$ cat src/hdl/crc_checked_frame_receiver_assert.svh
// assertion macros for the crc checked frame receiver
`ifndef CRC_CHECKED_FRAME_RECEIVER_ASSERT_SVH
`define CRC_CHECKED_FRAME_RECEIVER_ASSERT_SVH

`ifndef SYNTHESIS

`define CCFR_CHECK(lbl, prop, msg) \
    lbl: assert property (@(posedge i_clk) disable iff (!i_rst_n) prop) else $error(msg);

`define CCFR_CHECK_ALWAYS(lbl, prop, msg) \
    lbl: assert property (@(posedge i_clk) prop) else $error(msg);

`else

`define CCFR_CHECK(lbl, prop, msg)

`define CCFR_CHECK_ALWAYS(lbl, prop, msg)

`endif

`endif

$ cat src/hdl/crc_cfr_pkg.sv
// shared types and constants for the crc checked frame receiver
package crc_cfr_pkg;

    localparam int unsigned BYTE_W     = 8;
    localparam int unsigned CRC_W      = 16;
    localparam int unsigned CNT_W      = 6;
    localparam int unsigned CFG_IDX_W  = 2;
    localparam int unsigned CFG_DATA_W = 16;

    localparam logic [CRC_W-1:0]  CRC_POLY        = 16'h1021;
    localparam logic [BYTE_W-1:0] FIRST_SYNC_RST  = 8'hAA;
    localparam logic [BYTE_W-1:0] SECOND_SYNC_RST = 8'h55;
    localparam logic [CRC_W-1:0]  CRC_SEED_RST    = 16'hFFFF;

    localparam logic [CFG_IDX_W-1:0] CFG_FIRST_SYNC  = 2'd0;
    localparam logic [CFG_IDX_W-1:0] CFG_SECOND_SYNC = 2'd1;
    localparam logic [CFG_IDX_W-1:0] CFG_CRC_SEED    = 2'd2;

    typedef struct packed {
        logic             load_seed;
        logic             crc_feed;
        logic             crc_shift;
        logic             low_latch;
        logic             out_load_ok;
        logic             out_load_err;
        logic             last_beat;
        logic [CNT_W-1:0] wr_idx;
        logic [CNT_W-1:0] rd_idx;
    } t_dp_cmd;

    typedef struct packed {
        logic sync1_hit;
        logic sync2_hit;
        logic crc_match;
    } t_dp_stat;

endpackage

$ cat src/hdl/crc_cfr_rx_if.sv
// received byte channel
interface crc_cfr_rx_if;
    logic       valid;
    logic       ready;
    logic [7:0] rx_byte;

    modport source (output valid, output rx_byte, input ready);
    modport sink (input valid, input rx_byte, output ready);
endinterface

$ cat src/hdl/crc_cfr_res_if.sv
// result channel
interface crc_cfr_res_if;
    logic       valid;
    logic       ready;
    logic       status;
    logic [7:0] frame_flags;
    logic [7:0] payload_byte;
    logic [5:0] byte_index;
    logic       last;

    modport source (output valid, output status, output frame_flags, output payload_byte,
                    output byte_index, output last, input ready);
    modport sink (input valid, input status, input frame_flags, input payload_byte,
                  input byte_index, input last, output ready);
endinterface

$ cat src/hdl/crc_cfr_ram.sv
// generic single write port ram with registered read
module crc_cfr_ram #(
    parameter int WIDTH = 8,
    parameter int DEPTH = 9,
    localparam int ADDR_W = (DEPTH > 1) ? $clog2(DEPTH) : 1
) (
    input  logic              i_clk,
    input  logic              i_we,
    input  logic [ADDR_W-1:0] i_waddr,
    input  logic [WIDTH-1:0]  i_wdata,
    input  logic [ADDR_W-1:0] i_raddr,
    output logic [WIDTH-1:0]  o_rdata
);

    logic [WIDTH-1:0] r_mem [DEPTH];
    logic [WIDTH-1:0] r_rdata;

    always_ff @(posedge i_clk) begin
        if (i_we) begin
            r_mem[i_waddr] <= i_wdata;
        end
        r_rdata <= r_mem[i_raddr];
    end

    assign o_rdata = r_rdata;

endmodule

$ cat src/hdl/crc_cfr_dp.sv
// datapath: config registers, bit-serial crc, body store and result register
module crc_cfr_dp #(
    parameter int BLOB_BYTES = 8
) (
    input  logic                                i_clk,
    input  logic                                i_rst_n,
    input  logic                                i_cfg_we,
    input  logic [crc_cfr_pkg::CFG_IDX_W-1:0]   i_cfg_idx,
    input  logic [crc_cfr_pkg::CFG_DATA_W-1:0]  i_cfg_data,
    input  logic [crc_cfr_pkg::BYTE_W-1:0]      i_rx_byte,
    input  crc_cfr_pkg::t_dp_cmd                i_cmd,
    output crc_cfr_pkg::t_dp_stat               o_stat,
    output logic                                o_status,
    output logic [crc_cfr_pkg::BYTE_W-1:0]      o_frame_flags,
    output logic [crc_cfr_pkg::BYTE_W-1:0]      o_payload_byte,
    output logic [crc_cfr_pkg::CNT_W-1:0]       o_byte_index,
    output logic                                o_last
);
    import crc_cfr_pkg::*;

    localparam int DEPTH  = BLOB_BYTES + 1;
    localparam int ADDR_W = $clog2(DEPTH);

    logic [BYTE_W-1:0] r_first_sync;
    logic [BYTE_W-1:0] r_second_sync;
    logic [CRC_W-1:0]  r_crc_seed;
    logic [CRC_W-1:0]  r_crc;
    logic [BYTE_W-1:0] r_crc_low;
    logic [BYTE_W-1:0] r_flags;
    logic              r_status;
    logic [BYTE_W-1:0] r_flags_out;
    logic [BYTE_W-1:0] r_payload;
    logic [CNT_W-1:0]  r_index;
    logic              r_last;

    logic [CNT_W-1:0]  w_rd_next;
    logic [BYTE_W-1:0] w_rdata;
    logic [CRC_W-1:0]  w_crc_sh;

    always_ff @(posedge i_clk) begin
        if (!i_rst_n) begin
            r_first_sync  <= FIRST_SYNC_RST;
            r_second_sync <= SECOND_SYNC_RST;
            r_crc_seed    <= CRC_SEED_RST;
        end else if (i_cfg_we) begin
            unique case (i_cfg_idx)
                CFG_FIRST_SYNC:  r_first_sync  <= i_cfg_data[BYTE_W-1:0];
                CFG_SECOND_SYNC: r_second_sync <= i_cfg_data[BYTE_W-1:0];
                CFG_CRC_SEED:    r_crc_seed    <= i_cfg_data[CRC_W-1:0];
                default: ;
            endcase
        end
    end

    assign w_crc_sh = r_crc[CRC_W-1] ? ({r_crc[CRC_W-2:0], 1'b0} ^ CRC_POLY)
                                     : {r_crc[CRC_W-2:0], 1'b0};

    always_ff @(posedge i_clk) begin
        if (i_cmd.load_seed) begin
            r_crc <= r_crc_seed;
        end else if (i_cmd.crc_feed) begin
            r_crc <= r_crc ^ {i_rx_byte, {BYTE_W{1'b0}}};
        end else if (i_cmd.crc_shift) begin
            r_crc <= w_crc_sh;
        end
        if (i_cmd.low_latch) begin
            r_crc_low <= i_rx_byte;
        end
        if (i_cmd.crc_feed && (i_cmd.wr_idx == '0)) begin
            r_flags <= i_rx_byte;
        end
    end

    assign w_rd_next = i_cmd.rd_idx + CNT_W'(1);

    crc_cfr_ram #(
        .WIDTH (BYTE_W),
        .DEPTH (DEPTH)
    ) u_body_ram (
        .i_clk   (i_clk),
        .i_we    (i_cmd.crc_feed),
        .i_waddr (i_cmd.wr_idx[ADDR_W-1:0]),
        .i_wdata (i_rx_byte),
        .i_raddr (w_rd_next[ADDR_W-1:0]),
        .o_rdata (w_rdata)
    );

    // result register
    always_ff @(posedge i_clk) begin
        if (i_cmd.out_load_ok) begin
            r_status    <= 1'b0;
            r_flags_out <= r_flags;
            r_payload   <= w_rdata;
            r_index     <= i_cmd.rd_idx;
            r_last      <= i_cmd.last_beat;
        end else if (i_cmd.out_load_err) begin
            r_status    <= 1'b1;
            r_flags_out <= r_flags;
            r_payload   <= '0;
            r_index     <= '0;
            r_last      <= 1'b1;
        end
    end

    assign o_stat.sync1_hit = (i_rx_byte == r_first_sync);
    assign o_stat.sync2_hit = (i_rx_byte == r_second_sync);
    assign o_stat.crc_match = ({i_rx_byte, r_crc_low} == r_crc);

    assign o_status       = r_status;
    assign o_frame_flags  = r_flags_out;
    assign o_payload_byte = r_payload;
    assign o_byte_index   = r_index;
    assign o_last         = r_last;

endmodule

$ cat src/hdl/crc_cfr_ctrl.sv
// controller: frame parser and result sequencer
module crc_cfr_ctrl #(
    parameter int BLOB_BYTES = 8
) (
    input  logic                  i_clk,
    input  logic                  i_rst_n,
    input  logic                  i_rx_valid,
    output logic                  o_rx_ready,
    input  logic                  i_res_ready,
    output logic                  o_res_valid,
    input  crc_cfr_pkg::t_dp_stat i_stat,
    output crc_cfr_pkg::t_dp_cmd  o_cmd
);
    import crc_cfr_pkg::*;

    localparam logic [CNT_W-1:0] LAST_BODY = CNT_W'(BLOB_BYTES);
    localparam logic [CNT_W-1:0] LOW_POS   = CNT_W'(BLOB_BYTES + 1);
    localparam logic [CNT_W-1:0] LAST_IDX  = CNT_W'(BLOB_BYTES - 1);

    typedef enum logic [2:0] {S_IDLE, S_CRC, S_ERR, S_RD, S_LD} t_state;
    typedef enum logic [1:0] {PH_HUNT1, PH_HUNT2, PH_BODY} t_phase;

    t_state           r_state;
    t_phase           r_phase;
    logic [CNT_W-1:0] r_count;
    logic [2:0]       r_bit;
    logic [CNT_W-1:0] r_idx;
    logic             r_out_valid;

    logic w_accept;
    logic w_out_free;

    assign w_accept   = i_rx_valid && (r_state == S_IDLE);
    assign w_out_free = !r_out_valid || i_res_ready;

    always_comb begin
        o_cmd           = '0;
        o_cmd.wr_idx    = r_count;
        o_cmd.rd_idx    = r_idx;
        o_cmd.last_beat = (r_idx == LAST_IDX);
        if (w_accept && (r_phase == PH_HUNT2) && i_stat.sync2_hit) begin
            o_cmd.load_seed = 1'b1;
        end
        if (w_accept && (r_phase == PH_BODY)) begin
            if (r_count <= LAST_BODY) begin
                o_cmd.crc_feed = 1'b1;
            end else if (r_count == LOW_POS) begin
                o_cmd.low_latch = 1'b1;
            end
        end
        o_cmd.crc_shift    = (r_state == S_CRC);
        o_cmd.out_load_err = (r_state == S_ERR) && w_out_free;
        o_cmd.out_load_ok  = (r_state == S_LD) && w_out_free;
    end

    always_ff @(posedge i_clk) begin
        if (!i_rst_n) begin
            r_state     <= S_IDLE;
            r_phase     <= PH_HUNT1;
            r_count     <= '0;
            r_bit       <= '0;
            r_idx       <= '0;
            r_out_valid <= 1'b0;
        end else begin
            if (o_cmd.out_load_ok || o_cmd.out_load_err) begin
                r_out_valid <= 1'b1;
            end else if (i_res_ready) begin
                r_out_valid <= 1'b0;
            end
            unique case (r_state)
                S_IDLE: begin
                    if (i_rx_valid) begin
                        unique case (r_phase)
                            PH_HUNT2: begin
                                if (i_stat.sync2_hit) begin
                                    r_count <= '0;
                                    r_phase <= PH_BODY;
                                end else begin
                                    r_phase <= PH_HUNT1;
                                end
                            end
                            PH_BODY: begin
                                if (r_count <= LAST_BODY) begin
                                    r_count <= r_count + CNT_W'(1);
                                    r_bit   <= '0;
                                    r_state <= S_CRC;
                                end else if (r_count == LOW_POS) begin
                                    r_count <= r_count + CNT_W'(1);
                                end else begin
                                    r_phase <= PH_HUNT1;
                                    r_count <= '0;
                                    r_idx   <= '0;
                                    r_state <= i_stat.crc_match ? S_RD : S_ERR;
                                end
                            end
                            default: begin
                                r_phase <= i_stat.sync1_hit ? PH_HUNT2 : PH_HUNT1;
                            end
                        endcase
                    end
                end
                S_CRC: begin
                    r_bit <= r_bit + 3'd1;
                    if (&r_bit) begin
                        r_state <= S_IDLE;
                    end
                end
                S_ERR: begin
                    if (w_out_free) begin
                        r_state <= S_IDLE;
                    end
                end
                S_RD: begin
                    r_state <= S_LD;
                end
                S_LD: begin
                    if (w_out_free) begin
                        if (r_idx == LAST_IDX) begin
                            r_state <= S_IDLE;
                        end else begin
                            r_idx   <= r_idx + CNT_W'(1);
                            r_state <= S_RD;
                        end
                    end
                end
                default: begin
                    r_state <= S_IDLE;
                end
            endcase
        end
    end

    assign o_rx_ready  = (r_state == S_IDLE);
    assign o_res_valid = r_out_valid;

endmodule

$ cat src/hdl/crc_checked_frame_receiver.sv
// top level of the crc checked frame receiver
//
// i_rx carries one received serial byte per beat (valid/ready). the block hunts
// for the first and second sync bytes, then collects a flags byte, BLOB_BYTES
// payload bytes and a little-endian crc-16-ccitt over flags and payload.
// o_res carries results: on a good crc one beat per payload byte with the
// frame flags, byte index and last on the final byte; on a bad crc a single
// beat with status set, payload and index zero and last set.
// sync bytes and the crc low byte are simply accepted; each flags or payload byte
// is accepted and then shifted through the bit-serial crc shift register.
// the final crc byte starts emission: each payload result is a body ram read
// then a load of the result register, the error result a load of the result register alone.
// the input is not ready while a byte is in the crc loop or results are being
// issued; once the last result sits in the result register the next byte is
// taken again. a stalled receiver holds the result register and the sequencer
// waits for it. the cfg port (i_cfg_we, i_cfg_idx, i_cfg_data) writes the two
// sync bytes and the crc seed. synchronous reset returns to sync hunting,
// empties the result register and restores the default register values.
module crc_checked_frame_receiver #(
    parameter int BLOB_BYTES = 8
) (
    input  logic                                i_clk,
    input  logic                                i_rst_n,
    crc_cfr_rx_if.sink                          i_rx,
    crc_cfr_res_if.source                       o_res,
    input  logic                                i_cfg_we,
    input  logic [crc_cfr_pkg::CFG_IDX_W-1:0]   i_cfg_idx,
    input  logic [crc_cfr_pkg::CFG_DATA_W-1:0]  i_cfg_data
);
    import crc_cfr_pkg::*;

    t_dp_cmd  w_cmd;
    t_dp_stat w_stat;
    logic     w_rx_ready;
    logic     w_res_valid;
    logic     w_res_load;

    crc_cfr_ctrl #(
        .BLOB_BYTES (BLOB_BYTES)
    ) u_ctrl (
        .i_clk       (i_clk),
        .i_rst_n     (i_rst_n),
        .i_rx_valid  (i_rx.valid),
        .o_rx_ready  (w_rx_ready),
        .i_res_ready (o_res.ready),
        .o_res_valid (w_res_valid),
        .i_stat      (w_stat),
        .o_cmd       (w_cmd)
    );

    crc_cfr_dp #(
        .BLOB_BYTES (BLOB_BYTES)
    ) u_dp (
        .i_clk          (i_clk),
        .i_rst_n        (i_rst_n),
        .i_cfg_we       (i_cfg_we),
        .i_cfg_idx      (i_cfg_idx),
        .i_cfg_data     (i_cfg_data),
        .i_rx_byte      (i_rx.rx_byte),
        .i_cmd          (w_cmd),
        .o_stat         (w_stat),
        .o_status       (o_res.status),
        .o_frame_flags  (o_res.frame_flags),
        .o_payload_byte (o_res.payload_byte),
        .o_byte_index   (o_res.byte_index),
        .o_last         (o_res.last)
    );

    assign i_rx.ready  = w_rx_ready;
    assign o_res.valid = w_res_valid;
    assign w_res_load  = w_cmd.out_load_ok || w_cmd.out_load_err;

    `include "crc_checked_frame_receiver_assert.svh"

    `CCFR_CHECK(a_feed_then_busy, w_cmd.crc_feed |=> !i_rx.ready, "input ready during crc shift")
    `CCFR_CHECK(a_no_overwrite, w_res_load |-> (!o_res.valid || o_res.ready), "result overwritten")
    `CCFR_CHECK_ALWAYS(a_reset_empty, !i_rst_n |=> !o_res.valid, "result valid after reset")

endmodule
$ cat src/flat_wrapper.sv
// flat-port wrapper written by rule: the top's interface ports become plain ports
module crc_checked_frame_receiver_flat import crc_cfr_pkg::*;
#(
    parameter int BLOB_BYTES = 8
)
  (i_clk, i_rst_n, i_cfg_we, i_cfg_idx, i_cfg_data, i_rx_valid, i_rx_rx_byte, i_rx_ready, o_res_valid, o_res_status, o_res_frame_flags, o_res_payload_byte, o_res_byte_index, o_res_last, o_res_ready);
  crc_cfr_rx_if i_rx_i ();
  crc_cfr_res_if o_res_i ();
  input  logic i_clk;
  input  logic i_rst_n;
  input  logic i_cfg_we;
  input  logic [crc_cfr_pkg::CFG_IDX_W-1:0] i_cfg_idx;
  input  logic [crc_cfr_pkg::CFG_DATA_W-1:0] i_cfg_data;
  input wire logic [$bits(i_rx_i.valid)-1:0] i_rx_valid;
  input wire logic [$bits(i_rx_i.rx_byte)-1:0] i_rx_rx_byte;
  output wire logic [$bits(i_rx_i.ready)-1:0] i_rx_ready;
  output wire logic [$bits(o_res_i.valid)-1:0] o_res_valid;
  output wire logic [$bits(o_res_i.status)-1:0] o_res_status;
  output wire logic [$bits(o_res_i.frame_flags)-1:0] o_res_frame_flags;
  output wire logic [$bits(o_res_i.payload_byte)-1:0] o_res_payload_byte;
  output wire logic [$bits(o_res_i.byte_index)-1:0] o_res_byte_index;
  output wire logic [$bits(o_res_i.last)-1:0] o_res_last;
  input wire logic [$bits(o_res_i.ready)-1:0] o_res_ready;
  assign i_rx_i.valid = i_rx_valid;
  assign i_rx_i.rx_byte = i_rx_rx_byte;
  assign i_rx_ready = i_rx_i.ready;
  assign o_res_valid = o_res_i.valid;
  assign o_res_status = o_res_i.status;
  assign o_res_frame_flags = o_res_i.frame_flags;
  assign o_res_payload_byte = o_res_i.payload_byte;
  assign o_res_byte_index = o_res_i.byte_index;
  assign o_res_last = o_res_i.last;
  assign o_res_i.ready = o_res_ready;
  crc_checked_frame_receiver #(.BLOB_BYTES(BLOB_BYTES)) u_core (.i_clk(i_clk), .i_rst_n(i_rst_n), .i_rx(i_rx_i), .o_res(o_res_i), .i_cfg_we(i_cfg_we), .i_cfg_idx(i_cfg_idx), .i_cfg_data(i_cfg_data));
endmodule
$ cat config.mk
export PLATFORM = sky130hd
export DESIGN_NAME = crc_checked_frame_receiver_flat
export DESIGN_NICKNAME = d
export VERILOG_FILES = /design/src/hdl/crc_cfr_pkg.sv /design/src/hdl/crc_cfr_rx_if.sv /design/src/hdl/crc_cfr_res_if.sv /design/src/hdl/crc_cfr_ram.sv /design/src/hdl/crc_cfr_dp.sv /design/src/hdl/crc_cfr_ctrl.sv /design/src/hdl/crc_checked_frame_receiver.sv /design/src/flat_wrapper.sv
export VERILOG_INCLUDE_DIRS = /design/src /design/src/hdl
export SDC_FILE = /design/constraint.sdc
export NUM_CORES = 1
export LEC_CHECK = 0
export BUFFER_PORTS_ARGS = -buffer_cell sky130_fd_sc_hd__buf_2
export CORE_ASPECT_RATIO = 0.75
export CORE_MARGIN = 4
export CORE_UTILIZATION = 60
export CTS_CLUSTER_SIZE = 28
export DETAILED_ROUTE_END_ITERATION = 16
export PLACE_DENSITY = 0.91
export SYNTH_ARGS = -nofsm -noshare
export SYNTH_HDL_FRONTEND = slang
export SYNTH_SLANG_ARGS = --single-unit
$ cat constraint.sdc
create_clock -name i_clk -period 3.9 [get_ports i_clk]
set_input_delay 0.195 -clock i_clk [delete_from_list [all_inputs] [get_ports i_clk]]
set_output_delay 0.195 -clock i_clk [all_outputs]
set_load 0.02 [all_outputs]
## After elaboration in Yosys (flattened, before gate mapping)

Memory sizes are Yosys's and may differ from the RTL's. A register that Yosys moved wholly into a read port is not among the register bits.
Cells that the tools add are included.

| operators by class | value |
|---|---|
| reduce and logical (&&, ||, !) cells | 28 |
| muxes and demuxes | 52 |
| equal/unequal tests | 26 |
| bitwise logic cells | 2 |
| add/sub/neg operators | 3 |
| magnitude comparators | 1 |

Operator list:

| kind | number |
|---|---|
| 2-to-1 mux 6 bit | 11 |
| 2-to-1 mux 16 bit | 3 |
| 2-to-1 mux 8 bit | 4 |
| 2-to-1 mux 3 bit | 10 |
| case mux 6 bit (2 select lines) | 2 |
| inequality test 2 bit (second input constant) | 9 |
| == test 16 bit | 1 |
| == test 8 bit | 2 |
| XOR 16 bit | 1 |
| case mux 3 bit (5 select lines) | 1 |
| 2-to-1 mux 1 bit | 14 |
| 2-to-1 mux 13 bit | 1 |
| adder 6 x 1 -> 6 bit (second input constant) | 2 |
| AND reduction 4 bit | 3 |
| nonzero test 2 bit | 5 |
| 2-to-1 mux 2 bit | 4 |
| logical AND 1 bit | 7 |
| AND reduction 7 bit | 1 |
| == test 3 x 2 -> 1 bit (second input constant) | 2 |
| == test 6 x 3 -> 1 bit (second input constant) | 1 |
| == test 6 x 4 -> 1 bit (second input constant) | 1 |
| less-or-equal comparator 6 x 4 -> 1 bit (second input constant) | 1 |
| logical NOT 6 bit | 1 |
| inequality test 2 x 1 -> 1 bit (second input constant) | 3 |
| other kinds (17) | 22 |

| storage, ports and cells | value |
|---|---|
| output and inout port bits | 26 |
| bits in writable memories | 72 |
| memories | 1 |
| bits in registers | 109 |

Memory list:

| memory | words | bits a word | rd ports | clocked after memory_dff | wr ports | line | text |
|---|---|---|---|---|---|---|---|
| u_core.u_dp.u_body_ram.r_mem | 9 | 8 | 1 | 1 | 1 | crc_cfr_ram.sv:15 | `logic [WIDTH-1:0] r_mem [DEPTH];` |

## Logic depth before layout (Yosys ltp)

Gate-level depths: netlist of run 1.

| depth | value |
|---|---|
| depth after elaboration | 7 |
| depth in mapped cells | 8 |
| gate-level depth less buffers | 7 |

## Modules after synthesis

From an unflattened synthesis of run 1, not the netlist that was laid out.

| second synthesis, totals | value |
|---|---|
| cells, all modules | 616 |
| area total of the unflattened synthesis | 7996.4 sq um |

Modules (own cells, without submodules):

| module | area an instance (sq um) | instances | seq. area each (sq um) | cells each |
|---|---|---|---|---|
| crc_cfr_dp | 3656.0 | 1 | 2312.2 | 290 |
| crc_cfr_ram | 3064.2 | 1 | 2322.2 | 171 |
| crc_cfr_ctrl | 1276.2 | 1 | 420.4 | 155 |

## Worst setup path before layout of run 1

No wires, ideal clock.

| path | value |
|---|---|
| path type | register to register |
| start | register u_core.u_ctrl.r_state[1] |
| end | register u_core.u_dp.r_index[0] (netlist: u_core.u_dp.o_byte_index[0]), enable pin |
| buffers on the path | 1 |
| stages on the path, launching flop included | 4 |
| slack | 1.076 ns |
| arrival time | 2.392 ns |
| cell sequence | dfxtp_1 -> clkbuf_1 -> xnor2_1 -> nor3_1 |

| on the way | value |
|---|---|
| longest elaborated chain between the ends | 3 |
| elaborated cells on any way between the ends | 5 |
| those cells by class | eq/ne (2); reduce/logical (3) |

RTL lines:

| item | line | text |
|---|---|---|
| start: declaration | crc_cfr_ctrl.sv:23 | `t_state r_state;` |
| start signal: assignment | crc_cfr_ctrl.sv:93 | `r_state <= i_stat.crc_match ? S_RD : S_ERR;` |
| == test 3 x 2 -> 1 bit / == test 3 bit (equally long branches) | crc_cfr_ctrl.sv:52, crc_cfr_ctrl.sv:53 |  |
| logical AND 1 bit (on tied branches) | crc_cfr_ctrl.sv:52, crc_cfr_ctrl.sv:53 |  |
| nonzero test 2 bit (no source line) * | n/a |  |
| end signal: assignment | crc_cfr_dp.sv:94 | `r_index <= i_cmd.rd_idx;` |
| end: declaration | crc_cfr_dp.sv:33 | `logic [CNT_W-1:0] r_index;` |

Mark *: on every way between the ends. The rest lies on a longest branch, timed or not.
A chain may end at the register's enable or synchronous reset.

## Worst setup path in the final report of run 1

| path | value |
|---|---|
| start | register u_core.u_ctrl.r_count[0] |
| end | memory u_core.u_dp.u_body_ram.r_mem[4][2], enable pin |

| on the way | value |
|---|---|
| longest elaborated chain between the ends | 5 |

RTL lines:

| item | line | text |
|---|---|---|
| start: declaration | crc_cfr_ctrl.sv:25 | `logic [CNT_W-1:0] r_count;` |
| start signal: assignment | crc_cfr_ctrl.sv:84 | `r_count <= r_count + CNT_W'(1);` |
| start signal: assignment | crc_cfr_ctrl.sv:88 | `r_count <= r_count + CNT_W'(1);` |
| less-or-equal comparator 6 x 4 -> 1 bit | crc_cfr_ctrl.sv:45 | `if (r_count <= LAST_BODY) begin` |
| 2-to-1 mux 1 bit | crc_cfr_ctrl.sv:45 |  |
| 2-to-1 mux 1 bit | crc_cfr_ctrl.sv:44 | `if (w_accept && (r_phase == PH_BODY)) begin` |
| 2-to-1 mux 1 bit | crc_cfr_ram.sv:19 | `if (i_we) begin` |
| 2-to-1 mux 1 bit (implied by the code) | crc_cfr_ram.sv:20 | `r_mem[i_waddr] <= i_wdata;` |
| end: declaration | crc_cfr_ram.sv:15 |  |

Parallel ways exist; a longest one is shown, timed or not.

==> metrics.md, run 1 <==
| Metric | Value |
|---|---|
| Syn Nets | `approximately 630` |
| Switching Fraction | `0.227` |
| CTS root buffer | `clkbuf_16` |
| Std-Cell Rows | `35` |
| First-pass GRT wire length | `around 29000 µm` |
| Largest family of logic cells by synthesized area | `simple AND/OR/NAND/NOR gates` |
| Core area | `approximately 13000 µm²` |
| Clk buf depth | `2` |
| Chip Width | `roughly 140 µm` |
| Worst clock skew | `between 0.01 and 0.015 ns` |
| LEAKAGE | `3.29 nW` |
| Fmax achieved | `0.384 GHz` |
| Status | `complete, no violations` |
| Sequential area share after synthesis | `0.641` |
| FF+latch count, synth | `about 190` |
| Final hold vios | `0` |
| Distinct cells, synth | `63` |
| Most common cell after layout, fill and taps aside | `edfxtp_1` |
| Most frequent cells in the layout | `127 x edfxtp_1, 78 x nand2_1, 62 x dfxtp_1` |
| DRC viols | `0` |
| Vias/cell | `6.21` |
| Internal power | `between 3 and 4 mW` |
| Sink Count | `about 190` |
| Crit start category | `flop` |
| Setup TNS | `0 ns` |
| Fin crit period | `between 2 and 3 ns` |
| Post-synthesis xor/xnor area fraction | `0.0411` |
| Yosys warns | `0` |
| VDD IR-drop max | `about 0.35 mV` |
| Pin count of the biggest net entering global routing | `39` |
| H-tree Lvls | `4` |
| Final #Nets | `between 600 and 700` |
| Comb power frac | `0.031` |
| Post-synth ARST share | `0` |
| Adder-Cell Fraction of Synth Area | `0.0155` |
| Initial antenna violation count | `0` |
| 1st-iter DRT viols | `between 700 and 800` |
| Starting Density | `0.627` |
| Max Cap Viol | `0` |
| Psw | `between 0.8 and 0.9 mW` |
| All-Layer GR Usage | `0.252` |
| Clk_lat worst skew | `0.44 ns` |
| Die area | `about 15000 µm²` |
| Die Y | `~110 µm` |
| Vias | `between 5000 and 6000` |
| Clock share of power | `0.424` |
| Syn Area/Cell | `13.3 µm²` |
| Area growth from synthesis to layout | `13.0%` |
| Layout cell share with drive strength beyond 1 | `0.198` |
| Mapped Area | `between 7000 and 8000 µm²` |
| Slew @ Worst Pin | `approximately 1.1 ns` |
| Mux cell area share after synthesis | `0.0876` |
| IO Count | `between 50 and 60` |
| CTS tree | `done` |
| Max_slew headroom | `0.280` |
| Post-CTS setup buffer count | `0` |
| Fin crit share | `0.668` |
| GPL Wtd Cong | `between 0.8 and 0.9` |
| Post-Route WL | `18200 µm` |
| Worst EP required | `3.98 ns` |
| DP Wirelength | `roughly 11000 µm` |
| Top_reg_cell synth | `edfxtp_1` |
| GR Overflow Total | `0` |
| Number of global-route vias before repair | `between 5000 and 6000` |
| Pwr/cell area | `~440 nW/µm²` |
| Hold crit path type | `in2reg` |
| Critical path endpoint category | `flop` |
| Fill cells | `~800` |
| Synth Area in Simple Gates | `0.133` |
| RSZ-0062 raised after global routing | `false` |
| CP Class | `reg2reg` |
| Syn Inst Count | `just under 600` |
| DRT antenna net count | `0` |
| Average wire per standard cell | `roughly 22 µm` |
| Compound-Gate Fraction of Synth Area | `0.0562` |
| Largest fanout on the critical path | `8` |
| Final Util | `0.709` |
| # port buffers | `between 50 and 60` |
| Num CTS Buffers | `17` |
| Tot Pwr | `~4.0 mW` |
| Worst-path clk slew | `~0.070 ns` |
| Pre-antenna DRT Iters | `6` |
| CP Data Arrival Time | `2.68 ns` |
| Setup-failing EPs final | `0` |
| Number of synthesized flops with an enable pin | `between 100 and 150` |
| ANT cells | `0` |
| Fin. max-slew vios | `0` |
| Reg power frac | `0.544` |
==> final cells by class <==
cell class | count | area (µm²) | share of cell area
well taps | 166 | 208 | 0.0233
multi-input cells | 366 | 2630 | 0.295
clock buffers | 19 | 453 | 0.0508
clock inverters | 13 | 119 | 0.0133
repair buffers | 70 | 405 | 0.0455
inverters | 9 | 38.8 | 0.00435
flip-flops and latches | 189 | 5050 | 0.567
==> critical path, cell delays in order, from the launching register on <==
cell,delay (ns)
dfxtp_1,0.37
inv_1,0.14
ha_1,0.37
and2b_4,0.22
o2111ai_2,0.19
nor3b_1,0.44
and2_1,0.51
==> layer usage <==
layer	routed length, µm	vias up	track usage	share of wire
li1	-	2280	-	-
met4	527	0	0.102	0.029
met5	0	-	0	0
met2	8630	318	0.400	0.48
met3	1730	50	0.0671	0.095
met1	7260	2515	0.335	0.40
==> stage by stage <==
| stage | hold slack, ns | std cells | worst slack [ns] | cell area (µm²) |
|---|---|---|---|---|
| global placement | 0.402 | 792 | 1.53 | 8260 |
| floorplan | 0.294 | 594 | 1.08 | 7890 |
| CTS | 0.00687 | 832 | 1.36 | 8910 |
| finish | 0.0148 | 832 | 1.30 | 8910 |
| detailed placement | 0.405 | 792 | 1.41 | 8260 |
| global route | 0.0292 | 832 | 1.17 | 8910 |
==> registers in the layout, summed over array words and instances, names as in the netlist, 6 cells and up <==
register                        count
u_core.u_ctrl.r_count               6
u_core.u_ctrl.r_idx                 6
u_core.u_dp.o_byte_index            6
u_core.u_dp.o_frame_flags           8
u_core.u_dp.o_payload_byte          8
u_core.u_dp.r_crc                  16
u_core.u_dp.r_crc_low               8
u_core.u_dp.r_crc_seed             16
u_core.u_dp.r_first_sync            8
u_core.u_dp.r_flags                 8
u_core.u_dp.r_second_sync           8
u_core.u_dp.u_body_ram.o_rdata      8
u_core.u_dp.u_body_ram.r_mem       72
==> cells in the mapped netlist (3+ instances only) <==
master	instances	area, µm²
nand2b_1	5	31.3
o21ai_0	4	20.0
nand3_1	26	130
mux2i_1	33	330
buf_2	3	15.0
nand4_1	5	31.3
a21oi_1	19	95.1
dfxtp_1	62	1240
clkbuf_8	3	41.3
mux4_2	16	360
clkbuf_1	18	67.6
and2b_2	3	26.3
ha_1	9	113
o21ai_1	19	95.1
and3_1	18	113
nor2_1	33	124
and2_1	8	50.1
nor3b_1	3	22.5
nor4_1	6	37.5
nand2_1	78	293
xnor2_1	18	158
nand3b_1	4	30.0
edfxtp_1	127	3810
xor2_1	19	166
o211ai_1	5	37.5
inv_1	8	30.0
==> power by group through the flow <==
stage                     Clock [mW]  Sequential (mW)  Combinational (mW)
after detailed placement           0             2.20               0.112
after CTS                       1.68             2.15               0.121
after global routing            1.76             2.16               0.134
final                           1.68             2.15               0.124
after floorplan                    0             2.20              0.0555
after global placement             0             2.20               0.108
==> worst paths after layout <==
path,startpoint,slack (ns),to,depth (start not counted)
max reg2reg,u_core.u_ctrl.r_count[0],1.30,u_core.u_dp.u_body_ram.r_mem[4][2],6
max,u_core.u_ctrl.r_count[0],1.30,u_core.u_dp.u_body_ram.r_mem[4][2],6
min reg2reg,u_core.u_dp.r_flags[7],0.42,u_core.u_dp.o_frame_flags[7],0
min,i_cfg_data[7],0.01,u_core.u_dp.r_crc_seed[7],3
==> cell families after synthesis <==
family                     Yosys count
AOI/OAI and AO/OA                   63
xor gates and xnor gates            37
adders and majority gates           10
buffers and inverters               39
DFF                                189
muxes                               49
and+or+nand+nor                    207
==> repair_timing <==
action	CTS	global route
hold buffers	8	0
gates resized for setup	0	0
endpoints found under the setup margin	0	0
hold endpoints to repair	8	0
No activity file was read; power rests on OpenSTA's default activity.
==> inputs of run 2 (changes only) <==
--- a/config.mk
+++ b/config.mk
@@ -9,10 +9,10 @@
 export BUFFER_PORTS_ARGS = -buffer_cell sky130_fd_sc_hd__buf_2
 export CORE_ASPECT_RATIO = 0.75
 export CORE_MARGIN = 4
-export CORE_UTILIZATION = 60
+export CORE_UTILIZATION = 54
 export CTS_CLUSTER_SIZE = 28
 export DETAILED_ROUTE_END_ITERATION = 16
-export PLACE_DENSITY = 0.91
+export PLACE_DENSITY = 0.87
 export SYNTH_ARGS = -nofsm -noshare
 export SYNTH_HDL_FRONTEND = slang
 export SYNTH_SLANG_ARGS = --single-unit
==> constraint.sdc (replaced) <==
create_clock -name i_clk -period 2.1 [get_ports i_clk]
set_input_delay 0.105 -clock i_clk [delete_from_list [all_inputs] [get_ports i_clk]]
set_output_delay 0.105 -clock i_clk [all_outputs]
set_load 0.02 [all_outputs]
==> run 2 against run 1 <==
Sequential cell count unchanged. Final cell count increased by 8.1%. Setup slack got worse by 1.2 ns. Fmax increased by 27%. Via count increased by 2.6%. Critical endpoint is now u_core.u_ctrl.r_count[2]. Largest power group unchanged.
==> metrics.md, run 2 (synthesized netlist as in run 1, its figures left out) <==
| Metric | Value |
|---|---|
| Status | `complete, no violations` |
| Max Cap Viol | `0` |
| Regs by FF count | `u_core.u_dp.u_body_ram.r_mem x72, u_core.u_dp.r_crc x16, u_core.u_dp.r_crc_seed x16` |
| Number of global-route vias before repair | `5277` |
| CP Data Arrival Time | `approximately 2.4 ns` |
| Max_slew headroom | `0.548` |
| Max reg flops | `72` |
| Setup-failing EPs final | `0` |
| Pwr/cell area | `roughly 800 nW/µm²` |
| H-tree Lvls | `4` |
| DP Wirelength | `around 12000 µm` |
| Crit start category | `flop` |
| Fin. max-slew vios | `0` |
| # port buffers | `56` |
| GPL Wtd Cong | `roughly 0.86` |
| Final Util | `0.665` |
| DRC viols | `0` |
| Core area | `between 10000 and 15000 µm²` |
| Fin crit period | `between 2 and 2.5 ns` |
| Vias/cell | `a little under 6` |
| First-pass GRT wire length | `~29000 µm` |
| Die area | `between 15000 and 20000 µm²` |
| All-Layer GR Usage | `0.232` |
| IO Count | `57` |
| Worst hold start | `i_rx_rx_byte[7]` |
| Tot Pwr | `7.47 mW` |
| DRT antenna net count | `0` |
| Most common cell after layout, fill and taps aside | `edfxtp_1` |
| Worst-path clk slew | `about 0.070 ns` |
| CP Cell Sequence | `inv_1, ha_1, buf_4, o21ba_2, o211ai_1, o22ai_1, a32o_1` |
| Worst EP required | `~2.4 ns` |
| Area growth from synthesis to layout | `18.2%` |
| 1st-iter DRT viols | `~580` |
| Final #Nets | `around 730` |
| CTS tree | `done` |
| Final hold vios | `0` |
| Biggest register | `u_core.u_dp.u_body_ram.r_mem` |
| LEAKAGE | `about 3.5 nW` |
| Sink Count | `189` |
| CP max stage delay | `around 0.43 ns` |
| Pin count of the biggest net entering global routing | `38` |
| GR Overflow Total | `0` |
| CTS root buffer | `clkbuf_16` |
| CP Class | `reg2reg` |
| Starting Density | `0.562` |
| Critical path endpoint category | `flop` |
| Fmax achieved | `between 0.4 and 0.5 GHz` |
| Setup slack, reg-to-reg | `roughly 0.048 ns` |
| ANT cells | `0` |
| Clk buf depth | `2` |
| Initial antenna violation count | `0` |
| Setup TNS | `0 ns` |
| Hold Path Sink | `u_core.u_dp.u_body_ram.r_mem[3][7]` |
| Chip Width | `between 100 and 150 µm` |
| Std-Cell Rows | `37` |
| Layout cell share with drive strength beyond 1 | `0.240` |
| Largest fanout on the critical path | `6` |
| Worst hold path depth | `1` |
| Worst path slowest cell | `o211ai_1` |
| Slew @ Worst Pin | `roughly 0.68 ns` |
| Worst R2R Path Depth | `7` |
| Fin crit share | `0.977` |
| Pre-antenna DRT Iters | `5` |
| Post-Route WL | `between 15000 and 20000 µm` |
| Worst clock skew | `around 0.0085 ns` |
| Average wire per standard cell | `roughly 21 µm` |
| Fill cells | `slightly above 900` |
| Vias | `5297` |
| Most frequent cells in the layout | `127 x edfxtp_1, 78 x nand2_1, 62 x dfxtp_1` |
| R2r endpoint | `u_core.u_ctrl.r_count[2]` |
| Worst r2r src | `u_core.u_ctrl.r_count[0]` |
| Num CTS Buffers | `17` |
| Clk_lat worst skew | `about 0.43 ns` |
| RSZ-0062 raised after global routing | `true` |
| Hold crit path type | `in2reg` |
| Die Y | `approximately 110 µm` |
| VDD IR-drop max | `between 0.5 and 0.6 mV` |
## run 2: changes by cell type in the layout (fill, tap and decap cells not counted), sizes merged
cell,before,now
buf,62,91
dlygate4sd3,8,17
inv,16,13
bufinv,0,2
clkbuf,19,18
clkinv,4,5
clkinvlp,2,3
## run 2: worst max path at each step
stage | cells past startpoint | slack [ns] | start | end
finish | 7 | 0.05 | u_core.u_ctrl.r_count[0] | u_core.u_ctrl.r_count[2]
global route | 7 | -0.02 | u_core.u_ctrl.r_state[2] | u_core.u_dp.r_crc[0]
CTS | 7 | 0.06 | u_core.u_ctrl.r_count[0] | u_core.u_dp.r_crc[10]
detailed placement | 5 | -0.11 | u_core.u_ctrl.r_state[2] | u_core.u_dp.u_body_ram.r_mem[6][1]
global placement | 5 | 0.05 | u_core.u_ctrl.r_state[2] | u_core.u_dp.u_body_ram.r_mem[5][2]
floorplan | 7 | -0.009 | u_core.u_ctrl.r_state[2] | u_core.u_dp.r_crc[10]
## run 2: power by group
group | total [mW] | leakage (nW) | internal, mW | switching [mW]
Sequential | 4.00 | 1.65 | 3.98 | 0.0197
Combinational | 0.267 | 1.57 | 0.104 | 0.163
Clock | 3.21 | 0.277 | 1.78 | 1.43
## run 2: worst max-delay path, delay by kind of cell (launching register included)
kind	cells	cell delay (ns)
AO/OA/AOI/OAI	4	1.10
buffers and inverters	2	0.25
flip-flops	1	0.34
adder cells (fa/ha/maj)	1	0.24
## run 2: metal layers
metal / part of all wire / wire, µm / vias up / global-route usage
li1: - / - / 2364 / -
met1: 0.40 / 7380 / 2555 / 0.307
met2: 0.47 / 8720 / 314 / 0.361
met3: 0.093 / 1730 / 64 / 0.0654
met4: 0.039 / 719 / 0 / 0.101
met5: 0 / 0 / - / 0
## run 2: metrics by stage
| step | std cells | hold WS (ns) | area, µm² | worst slack (ns) |
|---|---|---|---|---|
| 2_1_floorplan | 594 | 0.204 | 7920 | -0.00949 |
| 3_3_place_gp | 849 | 0.317 | 8530 | 0.0524 |
| 3_5_place_dp | 849 | 0.319 | 8530 | -0.110 |
| 4_1_cts | 898 | 0.104 | 9300 | 0.0642 |
| 5_1_grt | 899 | 0.111 | 9330 | -0.0243 |
| 6_report | 899 | 0.136 | 9330 | 0.0478 |
## run 2: repair_timing
item / CTS / global route
buffers inserted: 0 / 1
gates cloned: 0 / 0
resized for setup: 4 / 6
setup endpoints to repair: 40 / 65
hold buffers: 17 / 0
endpoints found under the hold margin: 33 / 0
pin swaps: 0 / 1
## run 2: layout make-up
type	instances	area, µm²	share of cell area
multi-input combinational	366	2680	0.287
sequential	189	5050	0.542
clock buffer	18	429	0.0460
timing repair buffer	108	721	0.0773
inverter	9	38.8	0.00416
tap	195	244	0.0262
clock inverter	14	159	0.0170
==> inputs of run 3 (changes only) <==
--- a/config.mk
+++ b/config.mk
@@ -12,6 +12,7 @@
 export CORE_UTILIZATION = 54
 export CTS_CLUSTER_SIZE = 28
 export DETAILED_ROUTE_END_ITERATION = 16
+export GPL_TIMING_DRIVEN = 0
 export PLACE_DENSITY = 0.87
 export SYNTH_ARGS = -nofsm -noshare
 export SYNTH_HDL_FRONTEND = slang
==> run 3 against run 2 <==
Combinational power decreased by 6%. Routed wire length up 2.1%. Final area is 1.1% higher. Critical path type unchanged.
==> metrics.md, run 3 (synthesized netlist as in run 1, its figures left out) <==
| Metric | Value |
|---|---|
| Fin crit share | `0.974` |
| Critical path buffer and inverter count | `1` |
| Slew @ Worst Pin | `between 0.6 and 0.7 ns` |
| DRC viols | `0` |
| Hold crit path type | `in2reg` |
| Pwr/cell area | `764 nW/µm²` |
| ANT cells | `0` |
| Setup slack, reg-to-reg | `about 0.055 ns` |
| RSZ-0062 raised after global routing | `true` |
| Worst clock skew | `~0.014 ns` |
| Number of global-route vias before repair | `approximately 5200` |
| Setup-failing EPs final | `0` |
| CP Cell Sequence | `or3_4, clkinv_4, o2111ai_4, nor3_2, and2_2` |
| Max reg flops | `72` |
| CP max stage delay | `about 0.42 ns` |
| Fin crit period | `around 2.0 ns` |
| Tot Pwr | `between 7 and 8 mW` |
| 1st-iter DRT viols | `approximately 630` |
| Fill cells | `just over 900` |
| CP delay by family, top | `simple AND/OR/NAND/NOR gates` |
| Die Y | `113 µm` |
| Post-Route WL | `about 19000 µm` |
| Core area | `around 14000 µm²` |
| Final worst slack | `between 0.05 and 0.06 ns` |
| Final hold vios | `0` |
| DRT antenna net count | `0` |
| Design area | `9430 µm²` |
| Most frequent cells in the layout | `127 x edfxtp_1, 78 x nand2_1, 59 x dfxtp_1` |
| CP Class | `reg2reg` |
| Crit start category | `flop` |
| LEAKAGE | `between 3 and 4 nW` |
| CTS tree | `done` |
| Status | `complete, no violations` |
| Critical path endpoint category | `flop` |
| Num CTS Buffers | `17` |
| Layout cell share with drive strength beyond 1 | `0.251` |
| Initial antenna violation count | `0` |
| Vias/cell | `5.86` |
| Fmax achieved | `0.489 GHz` |
| Worst EP required | `2.22 ns` |
| Die area | `around 17000 µm²` |
| H-tree Lvls | `4` |
| Biggest register | `u_core.u_dp.u_body_ram.r_mem` |
| DP Wirelength | `~12000 µm` |
| Largest fanout on the critical path | `8` |
| # port buffers | `56` |
| All-Layer GR Usage | `0.229` |
| Worst-path clk slew | `0.07 ns` |
| First-pass GRT wire length | `28800 µm` |
| Std-Cell Rows | `37` |
| Register area | `5060 µm²` |
| Vias | `5331` |
| Sink Count | `around 190` |
| Regs by FF count | `u_core.u_dp.u_body_ram.r_mem x72, u_core.u_dp.r_crc x16, u_core.u_dp.r_crc_seed x16` |
| GR Overflow Total | `0` |
| CTS root buffer | `clkbuf_16` |
| Max Cap Viol | `0` |
| Pin count of the biggest net entering global routing | `24` |
| Final #Nets | `about 740` |
| Average wire per standard cell | `between 20 and 25 µm` |
| Area growth from synthesis to layout | `19.6%` |
| Fin. max-slew vios | `0` |
| IO Count | `between 50 and 60` |
| GPL Wtd Cong | `0.836` |
| Placed cell area | `around 8400 µm²` |
| Most common cell after layout, fill and taps aside | `edfxtp_1` |
| Max_slew headroom | `0.554` |
| Clk buf depth | `2` |
| Starting Density | `0.562` |
| Area of the multi-input gates | `approximately 2800 µm²` |
| Clk_lat worst skew | `roughly 0.44 ns` |
| Chip Width | `between 100 and 150 µm` |
| Worst path slowest cell | `or3_4` |
| VDD IR-drop max | `around 0.55 mV` |
| CP Data Arrival Time | `about 2.2 ns` |
| Post-placement setup slack | `-0.618 ns` |
| Pre-antenna DRT Iters | `6` |
## run 3: changes by cell type in the layout (fill, tap and decap cells not counted), moves of 3 or more
cell / previous run / this run
and2_4: 0 / 4
dfxtp_1: 62 / 59
clkbuf_8: 0 / 4
dfxtp_2: 0 / 3
buf_4: 33 / 14
clkbuf_1: 1 / 13
and2_1: 3 / 0
clkbuf_2: 0 / 4
## run 3: metrics by stage
| step | setup TNS, ns | instances | hold WS, ns | util |
|---|---|---|---|---|
| 2_1_floorplan | -0.0968 | 594 | 0.204 | - |
| 3_3_place_gp | -37.98 | 845 | 0.315 | 0.602 |
| 3_5_place_dp | -51.59 | 845 | 0.318 | 0.602 |
| 4_1_cts | 0 | 901 | 0.0909 | 0.664 |
| 5_1_grt | -1.01 | 909 | 0.0891 | 0.672 |
| 6_report | 0 | 909 | 0.109 | 0.672 |
## run 3: path summary, 6_finish.rpt
check | startpoint | endpoint | cells after the start
setup / recovery | u_core.u_ctrl.r_state[2] | u_core.u_dp.r_flags[3] | 5
hold / removal | i_rx_rx_byte[6] | u_core.u_dp.u_body_ram.r_mem[1][6] | 1
setup reg to reg | u_core.u_ctrl.r_state[2] | u_core.u_dp.r_flags[3] | 5
hold reg to reg | u_core.u_dp.r_flags[5] | u_core.u_dp.o_frame_flags[5] | 0
## run 3: report_power, final
group          switching [mW]  internal [mW]  total, mW
Sequential             0.0199           3.98       4.00
Clock                    1.42           1.53       2.96
Combinational           0.156         0.0957      0.251
## run 3: timing repair
action | in CTS | in global routing
gates cloned | 0 | 1
endpoints found under the setup margin | 143 | 128
hold buffers | 16 | 0
buffers inserted | 9 | 7
gates resized for setup | 31 | 16
pin swaps | 5 | 4
hold endpoints to repair | 32 | 0
## run 3: cell type report
type,instances,area share
Multi-Input combinational cell,367,0.293
Tap cell,195,0.0259
Inverter,9,0.00411
Sequential cell,189,0.536
Clock inverter,14,0.0119
Buffer,29,0.0210
Clock buffer,18,0.0455
Timing Repair Buffer,88,0.0621
## run 3: layer usage
| layer | wire [µm] | vias to the layer above | GRT usage | share of wire |
|---|---|---|---|---|
| li1 | - | 2391 | - | - |
| met1 | 7540 | 2599 | 0.299 | 0.40 |
| met2 | 9150 | 290 | 0.367 | 0.48 |
| met3 | 1620 | 51 | 0.0613 | 0.086 |
| met4 | 624 | 0 | 0.0912 | 0.033 |
| met5 | 0 | - | 0 | 0 |
